File: config.mk
export PLATFORM = sky130hd
export DESIGN_NAME = fdm_rsp_queue
export DESIGN_NICKNAME = d
export VERILOG_FILES = /design/src/sv/fdm_pkg.sv /design/src/sv/fdm_rsp_queue.sv
export SDC_FILE = /design/constraint.sdc
export NUM_CORES = 1
export LEC_CHECK = 0
export ABC_AREA = 1
export BUFFER_PORTS_ARGS = -buffer_cell sky130_fd_sc_hd__buf_2
export CAP_MARGIN = 20
export CORE_MARGIN = 4
export CORE_UTILIZATION = 50
export CTS_CLUSTER_SIZE = 25
export DETAILED_ROUTE_END_ITERATION = 8
export MAX_ROUTING_LAYER = met4
export PLACE_DENSITY = 0.71
export RECOVER_POWER = 25
export SETUP_SLACK_MARGIN = 0.4
export SLEW_MARGIN = 0
export SYNTH_ARGS = -nofsm -noshare
export SYNTH_HDL_FRONTEND = slang
export SYNTH_SLANG_ARGS = --single-unit
File: constraint.sdc
create_clock -name clock -period 1.39 [get_ports clock]
set_input_delay 0.0695 -clock clock [delete_from_list [all_inputs] [get_ports clock]]
set_output_delay 0.0695 -clock clock [all_outputs]
set_load 0.1 [all_outputs]
File: src/sv/fdm_pkg.sv
`default_nettype none
package fdm_pkg;

   // sample format
   localparam int SAMPLE_W = 16;
   typedef logic signed [SAMPLE_W-1:0] sample_type;

   // configuration register indexes
   localparam int CSR_INDEX_W = 8;
   localparam int CSR_DATA_W  = 17;
   localparam logic [CSR_INDEX_W-1:0] REG_DELAY_LENGTH = 8'd0;
   localparam logic [CSR_INDEX_W-1:0] REG_FEEDBACK_GAIN = 8'd1;
   localparam logic [CSR_INDEX_W-1:0] REG_WET_MIX = 8'd2;

   // register limits and reset values
   localparam int DELAY_W = 17;
   localparam int GAIN_W  = 16;
   localparam int MIX_W   = 17;
   localparam int DELAY_RESET_VAL = 13230;
   localparam logic [GAIN_W-1:0] FB_MAX   = 16'd62259;
   localparam logic [MIX_W-1:0]  MIX_FULL = 17'd65536;

   // result queue sizing
   localparam int QUEUE_DEPTH = 4;
   localparam int QPTR_W = 2;
   localparam int QCNT_W = 3;

   // one result leaving the arithmetic pipeline
   typedef struct packed {
      logic       valid;
      sample_type sample;
   } rsp_type;

endpackage
`default_nettype wire

File: src/sv/fdm_rsp_queue.sv
`default_nettype none
module fdm_rsp_queue import fdm_pkg::*; (
   input  wire logic              clock,
   input  wire logic              reset,
   input  wire rsp_type           push,
   output      logic              rsp_tvalid,
   input  wire logic              rsp_tready,
   output      logic [15:0]       rsp_tdata,    // [15:0] sample_out
   output      logic [QCNT_W-1:0] count
);

   sample_type          entry_ff [QUEUE_DEPTH];
   logic [QPTR_W-1:0]   head_ff;
   logic [QPTR_W-1:0]   head_in;
   logic [QPTR_W-1:0]   tail_ff;
   logic [QPTR_W-1:0]   tail_in;
   logic [QCNT_W-1:0]   count_ff;
   logic [QCNT_W-1:0]   count_in;
   logic                pop;

   assign pop = rsp_tvalid && rsp_tready;

   // pointer and fill level update
   always_comb begin
      head_in  = head_ff;
      tail_in  = tail_ff;
      count_in = count_ff;
      if (pop) begin
         head_in  = head_ff + 1'b1;
         count_in = count_in - 1'b1;
      end
      if (push.valid) begin
         tail_in  = tail_ff + 1'b1;
         count_in = count_in + 1'b1;
      end
   end

   always_ff @(posedge clock) begin
      if (reset) begin
         head_ff  <= '0;
         tail_ff  <= '0;
         count_ff <= '0;
      end else begin
         head_ff  <= head_in;
         tail_ff  <= tail_in;
         count_ff <= count_in;
      end
   end

   // entry storage
   always_ff @(posedge clock) begin
      if (push.valid) begin
         entry_ff[tail_ff] <= push.sample;
      end
   end

   assign rsp_tvalid = (count_ff != '0);
   assign rsp_tdata  = entry_ff[head_ff];
   assign count      = count_ff;

endmodule
`default_nettype wire

==> flow_metrics.env, run 1 <==
export IMPL_drt_wirelength_per_cell_um=30.0
export IMPL_fp_dieH_um=83.8
export IMPL_start_kind="register"
export IMPL_slowest_stage="dfxtp_4"
export IMPL_maxSlewHeadroom_pct=72.8
export IMPL_core_area_um2=5540
export IMPL_synth_area_leader_cell="edfxtp_1"
export IMPL_vias=2658
export IMPL_track_usage_pct=28.3
export IMPL_syn_area_per_cell_um2=12.7
export IMPL_ys_warnings_count=0
export IMPL_min_path_cells=4
export IMPL_slowest_delay_ns=0.38
export IMPL_rows=27
export IMPL_start_util_pct=51.9
export IMPL_overflow=0
export IMPL_hold_viol_final=0
export IMPL_yosysMostFrequentCell="edfxtp_1"
export IMPL_status="complete, but fails checks"
export IMPL_crit_arrival_ns=2.04
export IMPL_syn_to_final_growth_pct=84.2
export IMPL_synthFlopType="edfxtp_1"
export IMPL_tns_ns=-4.99
export IMPL_synth_edff_count=64
export IMPL_dr_max_layer_used="met4"
export IMPL_path_class="register to register"
export IMPL_layout_min_cycle_time_ns=1.78
export IMPL_dieWidth_um=83.8
export IMPL_clock_path_buffers=2
export IMPL_grt_pass1_wl_mm=14.3
export IMPL_drt_iter0_drc=337
export IMPL_rsz0062_at_grt="yes"
export IMPL_ant_nets=0
export IMPL_worstHoldStart="rsp_tready"
export IMPL_cts_tree="done"
export IMPL_grt_pass1_vias=2520
export IMPL_maxCapViolations=0
export IMPL_violations="setup timing"
export IMPL_ios=40
export IMPL_fillers=113
export IMPL_ys_top_cells_by_area="edfxtp_1 (67%), dfxtp_1 (6.3%), nor2_1 (5.0%)"
export IMPL_dieArea_um2=7020
export IMPL_drv_slew=0
export IMPL_ir_drop_mv=1.28
export IMPL_hold_slack_ns=0.235
export IMPL_clk_pin_slew_ns=0.10
export IMPL_synth_distinct_cells=19
export IMPL_syn_nets=253
export IMPL_port_buffers=39
export IMPL_drcViolationCount=0
export IMPL_ys_ff_latch=73
export IMPL_finalWorstSetupSlack_ns=-0.388
export IMPL_drt_wl_total_mm=12.4
export IMPL_yosysSeqAreaShare_pct=73.1
export IMPL_path_buf_inv=1
export IMPL_place_gp_congestion=0.755
export IMPL_worst_pin_slew_ns=0.407
export IMPL_power_leakage_uw=0.00187
export IMPL_root_buffer="clkbuf_8"
export IMPL_post_synth_top_area_fraction_pct=66.9
export IMPL_ys_async_sr_fraction_pct=0
export IMPL_post_route_period_util_pct=128
export IMPL_met2WireLength_mm=6.45
export IMPL_clkSinkCount=73
export IMPL_diodes=0
export IMPL_htree_levels=3
export IMPL_cts_made_buffers=9
export IMPL_power_density_nw_per_um2=1580
export IMPL_clock_latency_ns=0.37
export IMPL_hold_class="input port to register"
export IMPL_worstPathRequired_ns=1.65
export IMPL_dr_wl_met3_mm=1.14
export IMPL_grt_start_max_net_pins=23
export IMPL_setup_violations=36
export IMPL_wl_met1_mm=4.08
export IMPL_final_area_um2=5290
export IMPL_crit_path_end_kind="register"
export IMPL_rrSetupSlack_ns=-0.39
export IMPL_reg2reg_from="count[1]"
export IMPL_timing_fmax_mhz=562
export IMPL_cp_max_fo=2
export IMPL_synthTopCellsByCount="edfxtp_1 (64), nor2_1 (38), o21ai_0 (22)"
export IMPL_reg2regPathDepth=10
export IMPL_vias_per_cell=6.45
export IMPL_synth_area_um2=2870
export IMPL_drive_gt1_share_pct=59.4
export IMPL_antenna_found_initial=0
export IMPL_fin_worst_skew_ns=0.0202
export IMPL_pre_cts_ws_ns=-0.0704
export IMPL_dr_pass1_iters=5
export IMPL_post_dp_cell_area_um2=4150
export IMPL_netlist_instances=226
export IMPL_path_cells="inv_4 -> ha_4 -> nand3b_1 -> nand2_2 -> ha_4 -> nand2_1 -> nand2_1 -> nand2_1 -> o21ai_1 -> nor2_1"
export IMPL_hpwl_mm=4.15
export IMPL_nNetsFinal=362
export IMPL_cp_top_family="simple AND/OR/NAND/NOR gates"
export IMPL_reg2reg_to="count[2]"
export IMPL_cpMostUsedCell="nand2_1"
==> worst min-delay path, cell delays in order <==
cell and delay [ns]:
buf_2 0.18, nand2_8 0.12, buf_6 0.13, a21oi_2 0.05
==> how the worst max path moves through the flow <==
stage | from | endpoint | slack, ns | cells after the start
6_report | count[1] | count[2] | -0.39 | 10
5_1_grt | count[1] | count[2] | -0.46 | 10
4_1_cts | register | rsp_tdata[9] | -0.19 | 6
3_5_place_dp | count[1] | count[2] | -0.07 | 10
3_3_place_gp | count[1] | count[2] | -0.02 | 10
2_1_floorplan | count[0] | count[2] | -0.36 | 11
==> timing repair <==
action | in CTS | in global routing
hold buffers | 17 | 0
gates resized for setup | 70 | 38
setup buffers | 21 | 7
endpoints found under the setup margin | 92 | 93
gates cloned | 4 | 0
endpoints found under the hold margin | 67 | 0
pin swaps | 7 | 15
==> stage by stage <==
| stage | power (uW) | utilization, % | std cells |
|---|---|---|---|
| 5_1_grt | 8540 | 95.5 | 412 |
| 4_1_cts | 7760 | 91.4 | 405 |
| 3_3_place_gp | 5500 | 74.9 | 347 |
| 3_5_place_dp | 5540 | 74.9 | 347 |
| 2_1_floorplan | 4710 | - | 226 |
| 6_report | 8350 | 95.5 | 412 |
==> layout by cell type (no fill, tap or decap), types with 3 or more instances in the layout <==
cell type	n
clkinvlp_4	8
buf_12	29
edfxtp_1	64
nand2_4	7
ha_4	6
clkbuf_1	10
buf_8	3
nand3_1	4
nor2_4	15
nor2_2	4
buf_4	17
o21ai_1	4
o22ai_4	16
clkbuf_8	9
dlygate4sd3_1	17
nor2_1	19
o21ai_2	18
o21ai_4	14
inv_1	4
buf_16	3
buf_2	8
nand2_1	7
buf_6	19
dfxtp_4	5
==> power breakdown <==
part | total [uW] | internal, uW | switching (uW) | leakage (uW)
Combinational | 3810 | 1470 | 2330 | 0.00110
Sequential | 2620 | 2520 | 104 | 0.000666
Clock | 1930 | 1010 | 918 | 0.0000991
==> sequential cells by signal (all words and copies together), names as in the netlist, named ones only <==
register  flops
head_ff       2
count         3
tail_ff       2
entry_ff     64
==> cells by family after synthesis <==
logic type | after synthesis | synth area share [%]
and+or+nand+nor | 64 | 9.19
DFF | 73 | 73.1
buffers and inverters | 25 | 3.92
AOI/OAI and AO/OA | 57 | 10.7
adders and majority gates | 7 | 3.05
==> layout make-up <==
type | instances | area (um2) | area share, %
inverter | 16 | 130 | 2.46
clock buffer | 9 | 124 | 2.34
sequential | 73 | 2120 | 40.1
timing repair buffer | 107 | 1320 | 25.0
tap | 72 | 90.1 | 1.70
clock inverter | 7 | 95.1 | 1.80
multi-input combinational | 128 | 1410 | 26.6
==> routing by layer <==
metal	vias to the layer above	track usage [%]
met5	-	-
met1	1320	31.1
met3	67	5.13
met4	0	12.6
li1	1038	-
met2	233	50.0
Power figures use the tool's default switching activity.
==> run 2, diff against run 1 <==
--- a/config.mk
+++ b/config.mk
@@ -8,8 +8,10 @@
 export ABC_AREA = 1
 export BUFFER_PORTS_ARGS = -buffer_cell sky130_fd_sc_hd__buf_2
 export CAP_MARGIN = 20
+export CELL_PAD_IN_SITES_DETAIL_PLACEMENT = 1
+export CELL_PAD_IN_SITES_GLOBAL_PLACEMENT = 1
 export CORE_MARGIN = 4
-export CORE_UTILIZATION = 50
+export CORE_UTILIZATION = 41
 export CTS_CLUSTER_SIZE = 25
 export DETAILED_ROUTE_END_ITERATION = 8
 export MAX_ROUTING_LAYER = met4
==> flow_metrics.env, run 2 <==
export IMPL_status="aborted with a tool error"
export IMPL_lastStage="global routing"
export IMPL_error="[ERROR DPL-0033] detailed placement checks failed during check placement."
export IMPL_netlist_instances=226
export IMPL_root_buffer="clkbuf_8"
export IMPL_hpwl_mm=4.72
export IMPL_rows=30
export IMPL_post_synth_top_area_fraction_pct=66.9
export IMPL_dieWidth_um=91.7
export IMPL_yosysMostFrequentCell="edfxtp_1"
export IMPL_synth_area_leader_cell="edfxtp_1"
export IMPL_grt_repair_worst_endpoint="rsp_tdata[15]"
export IMPL_antenna_found_initial=0
export IMPL_synthFlopType="edfxtp_1"
export IMPL_syn_area_per_cell_um2=12.7
export IMPL_cts_made_buffers=9
export IMPL_htree_levels=3
export IMPL_post_dp_cell_area_um2=4210
export IMPL_fp_dieH_um=91.7
export IMPL_place_gp_congestion=0.787
export IMPL_clock_path_buffers=2
export IMPL_start_util_pct=42.3
export IMPL_ys_warnings_count=0
export IMPL_pre_cts_ws_ns=-0.0964
export IMPL_ys_async_sr_fraction_pct=0
export IMPL_clkSinkCount=73
export IMPL_ios=40
export IMPL_worst_ep_kind="top-level output"
export IMPL_port_buffers=39
export IMPL_yosysSeqAreaShare_pct=73.1
export IMPL_ys_top_cells_by_area="edfxtp_1 (67%), dfxtp_1 (6.3%), nor2_1 (5.0%)"
export IMPL_synthTopCellsByCount="edfxtp_1 (64), nor2_1 (38), o21ai_0 (22)"
export IMPL_ys_ff_latch=73
export IMPL_grt_start_max_net_pins=12
export IMPL_synth_distinct_cells=19
export IMPL_synth_edff_count=64
export IMPL_synth_area_um2=2870
export IMPL_syn_nets=253
run 2: cell counts after synthesis:
No cell type changed its count.
run 2: kinds of logic after synthesis:
family | share of synthesized area [%]
AO/OA/AOI/OAI | 10.7
flip-flops | 73.1
buffers and inverters | 3.92
AND/OR/NAND/NOR | 9.19
adder cells (fa/ha/maj) | 3.05
run 2: through the flow:
step           hold WS [ns]  util, %  TNS [ns]  instances
3_3_place_gp          0.276     62.0   -0.0274        375
4_1_cts               0.149     75.9     -2.82        434
2_1_floorplan         0.140        -    -0.882        226
3_5_place_dp          0.290     62.0    -0.519        375
run 2: what timing repair did:
item | CTS
gates cloned | 5
endpoints found under the setup margin | 92
gates resized for setup | 81
buffers inserted | 22
hold buffers | 17
hold endpoints to repair | 67
pin swaps | 4
==> run 3, diff against run 2 <==
==> config.mk (replaced) <==
export PLATFORM = sky130hd
export DESIGN_NAME = fdm_rsp_queue
export DESIGN_NICKNAME = d
export VERILOG_FILES = /design/src/sv/fdm_pkg.sv /design/src/sv/fdm_rsp_queue.sv
export SDC_FILE = /design/constraint.sdc
export NUM_CORES = 1
export LEC_CHECK = 0
export ABC_AREA = 1
export BUFFER_PORTS_ARGS = -buffer_cell sky130_fd_sc_hd__buf_2
export CAP_MARGIN = 20
export CORE_MARGIN = 4
export CORE_UTILIZATION = 35
export DETAILED_ROUTE_END_ITERATION = 8
export PLACE_DENSITY_LB_ADDON = 0.15
export RECOVER_POWER = 25
export SLEW_MARGIN = 0
export SYNTH_ARGS = -nofsm -noshare
export SYNTH_HDL_FRONTEND = slang
export SYNTH_SLANG_ARGS = --single-unit
==> constraint.sdc (replaced) <==
create_clock -name clock -period 1.8 [get_ports clock]
set_input_delay 0.09 -clock clock [delete_from_list [all_inputs] [get_ports clock]]
set_output_delay 0.09 -clock clock [all_outputs]
set_load 0.1 [all_outputs]
==> flow_metrics.env, run 3 (synthesis gave the netlist of run 1 again) <==
export IMPL_cts_made_buffers=9
export IMPL_slowest_stage="dfxtp_1"
export IMPL_final_area_um2=3930
export IMPL_power_leakage_uw=0.00147
export IMPL_largest_reg_flops=64
export IMPL_path_depth=4
export IMPL_port_buffers=39
export IMPL_crit_path_end_kind="output pin"
export IMPL_hold_viol_final=0
export IMPL_grt_start_max_net_pins=25
export IMPL_clkSinkCount=73
export IMPL_reg2reg_from="count[0]"
export IMPL_crit_end="rsp_tdata[5]"
export IMPL_ant_nets=0
export IMPL_maxSlewHeadroom_pct=67.9
export IMPL_rrSetupSlack_ns=0.28
export IMPL_clock_latency_ns=0.33
export IMPL_clock_path_buffers=2
export IMPL_worstPathRequired_ns=1.71
export IMPL_drt_iter0_drc=66
export IMPL_min_path_cells=3
export IMPL_path_class="register to output pin"
export IMPL_root_buffer="clkbuf_8"
export IMPL_overflow=0
export IMPL_place_gp_congestion=0.764
export IMPL_fin_worst_skew_ns=0.00782
export IMPL_cp_top_family="buffers and inverters"
export IMPL_layout_min_cycle_time_ns=1.68
export IMPL_drcViolationCount=0
export IMPL_fp_dieH_um=98.6
export IMPL_timing_fmax_mhz=596
export IMPL_slowest_delay_ns=0.41
export IMPL_drv_slew=0
export IMPL_clk_pin_slew_ns=0.07
export IMPL_dieWidth_um=98.6
export IMPL_rsz0062_at_grt="no"
export IMPL_ios=40
export IMPL_diodes=0
export IMPL_post_route_period_util_pct=93.2
export IMPL_drt_wl_total_mm=5.83
export IMPL_cts_tree="done"
export IMPL_start_kind="register"
export IMPL_core_area_um2=7850
export IMPL_layout_commonest_cell="edfxtp_1"
export IMPL_maxCapViolations=0
export IMPL_vias=1892
export IMPL_reg2reg_to="count[2]"
export IMPL_start_util_pct=36.6
export IMPL_antenna_found_initial=0
export IMPL_rows=32
export IMPL_finalPower_uw=4990
export IMPL_grt_pass1_wl_mm=9.34
export IMPL_grt_pass1_vias=1835
export IMPL_post_dp_cell_area_um2=3560
export IMPL_setup_violations=0
export IMPL_path_buf_inv=2
export IMPL_worstHoldStart="push[16]"
export IMPL_nNetsFinal=320
export IMPL_power_density_nw_per_um2=1270
export IMPL_path_cells="inv_2 -> o21ai_0 -> o22ai_2 -> buf_12"
export IMPL_top_register="entry_ff"
export IMPL_vias_per_cell=4.73
export IMPL_ir_drop_mv=0.922
export IMPL_dieArea_um2=9720
export IMPL_final_cell_mix="edfxtp_1 (64), nor2_1 (38), o21ai_0 (22), dlygate4sd3_1 (17)"
export IMPL_hpwl_mm=3.74
export IMPL_drive_gt1_share_pct=26.2
export IMPL_drt_wirelength_per_cell_um=14.6
export IMPL_cp_max_fo=16
export IMPL_track_usage_pct=12.5
export IMPL_syn_to_final_growth_pct=36.6
export IMPL_status="finished clean"
export IMPL_htree_levels=3
export IMPL_reg2regPathDepth=10
export IMPL_crit_arrival_ns=1.59
export IMPL_tns_ns=0
export IMPL_dr_pass1_iters=4
export IMPL_hold_class="input port to register"
export IMPL_worst_pin_slew_ns=0.485
run 3: where the power goes:
part	leakage (uW)	total [uW]	internal, uW	switching (uW)
clock	0.0000913	1200	631	572
combinational	0.000714	1800	544	1260
sequential	0.000664	1980	1940	42.5
run 3: worst min-delay path by stage:
stage,endpoint
global route,count[0]
floorplan,register
global placement,entry_ff[3][14]
detailed placement,entry_ff[0][3]
CTS,count[0]
finish,count[0]
run 3: cell type report:
cell class              instances  area [um2]
multi-input cells             128         786
clock buffers                  10         128
repair buffers                 65         647
inverters                      16        65.1
fillers                       714        3920
flip-flops and latches         73        2110
clock inverters                 6        58.8
well taps                     102         128
run 3: repair_timing:
action	CTS	global route
hold endpoints to repair	66	0
setup endpoints to repair	6	10
resized for setup	5	3
hold buffers	17	0
setup buffers	0	0
run 3: worst reg2reg max path: stages (launching register included):
cell,delay (ns)
dfxtp_4,0.37
inv_4,0.05
ha_4,0.22
nand3b_1,0.17
nand2_1,0.09
ha_1,0.16
nand2_1,0.06
nand2_1,0.06
nand2_1,0.05
o21ai_0,0.16
nor2_1,0.05
run 3: routing by layer:
layer / global-route usage, % / routed length, um / share of wire (%)
met1: 16.1 / 2650 / 45
met2: 20.5 / 2850 / 49
met5: 0 / 0 / 0
met4: 5.67 / 100 / 1.7
met3: 2.48 / 228 / 3.9
run 3: metrics by stage:
step	cells	hold slack, ns	utilization, %	setup slack, ns
finish	400	0.121	50.0	0.122
global route	400	0.133	50.0	0.0218
CTS	400	0.107	50.0	0.0401
detailed placement	367	0.313	45.3	0.274
global placement	367	0.308	45.3	0.323
floorplan	226	0.170	-	-0.0245
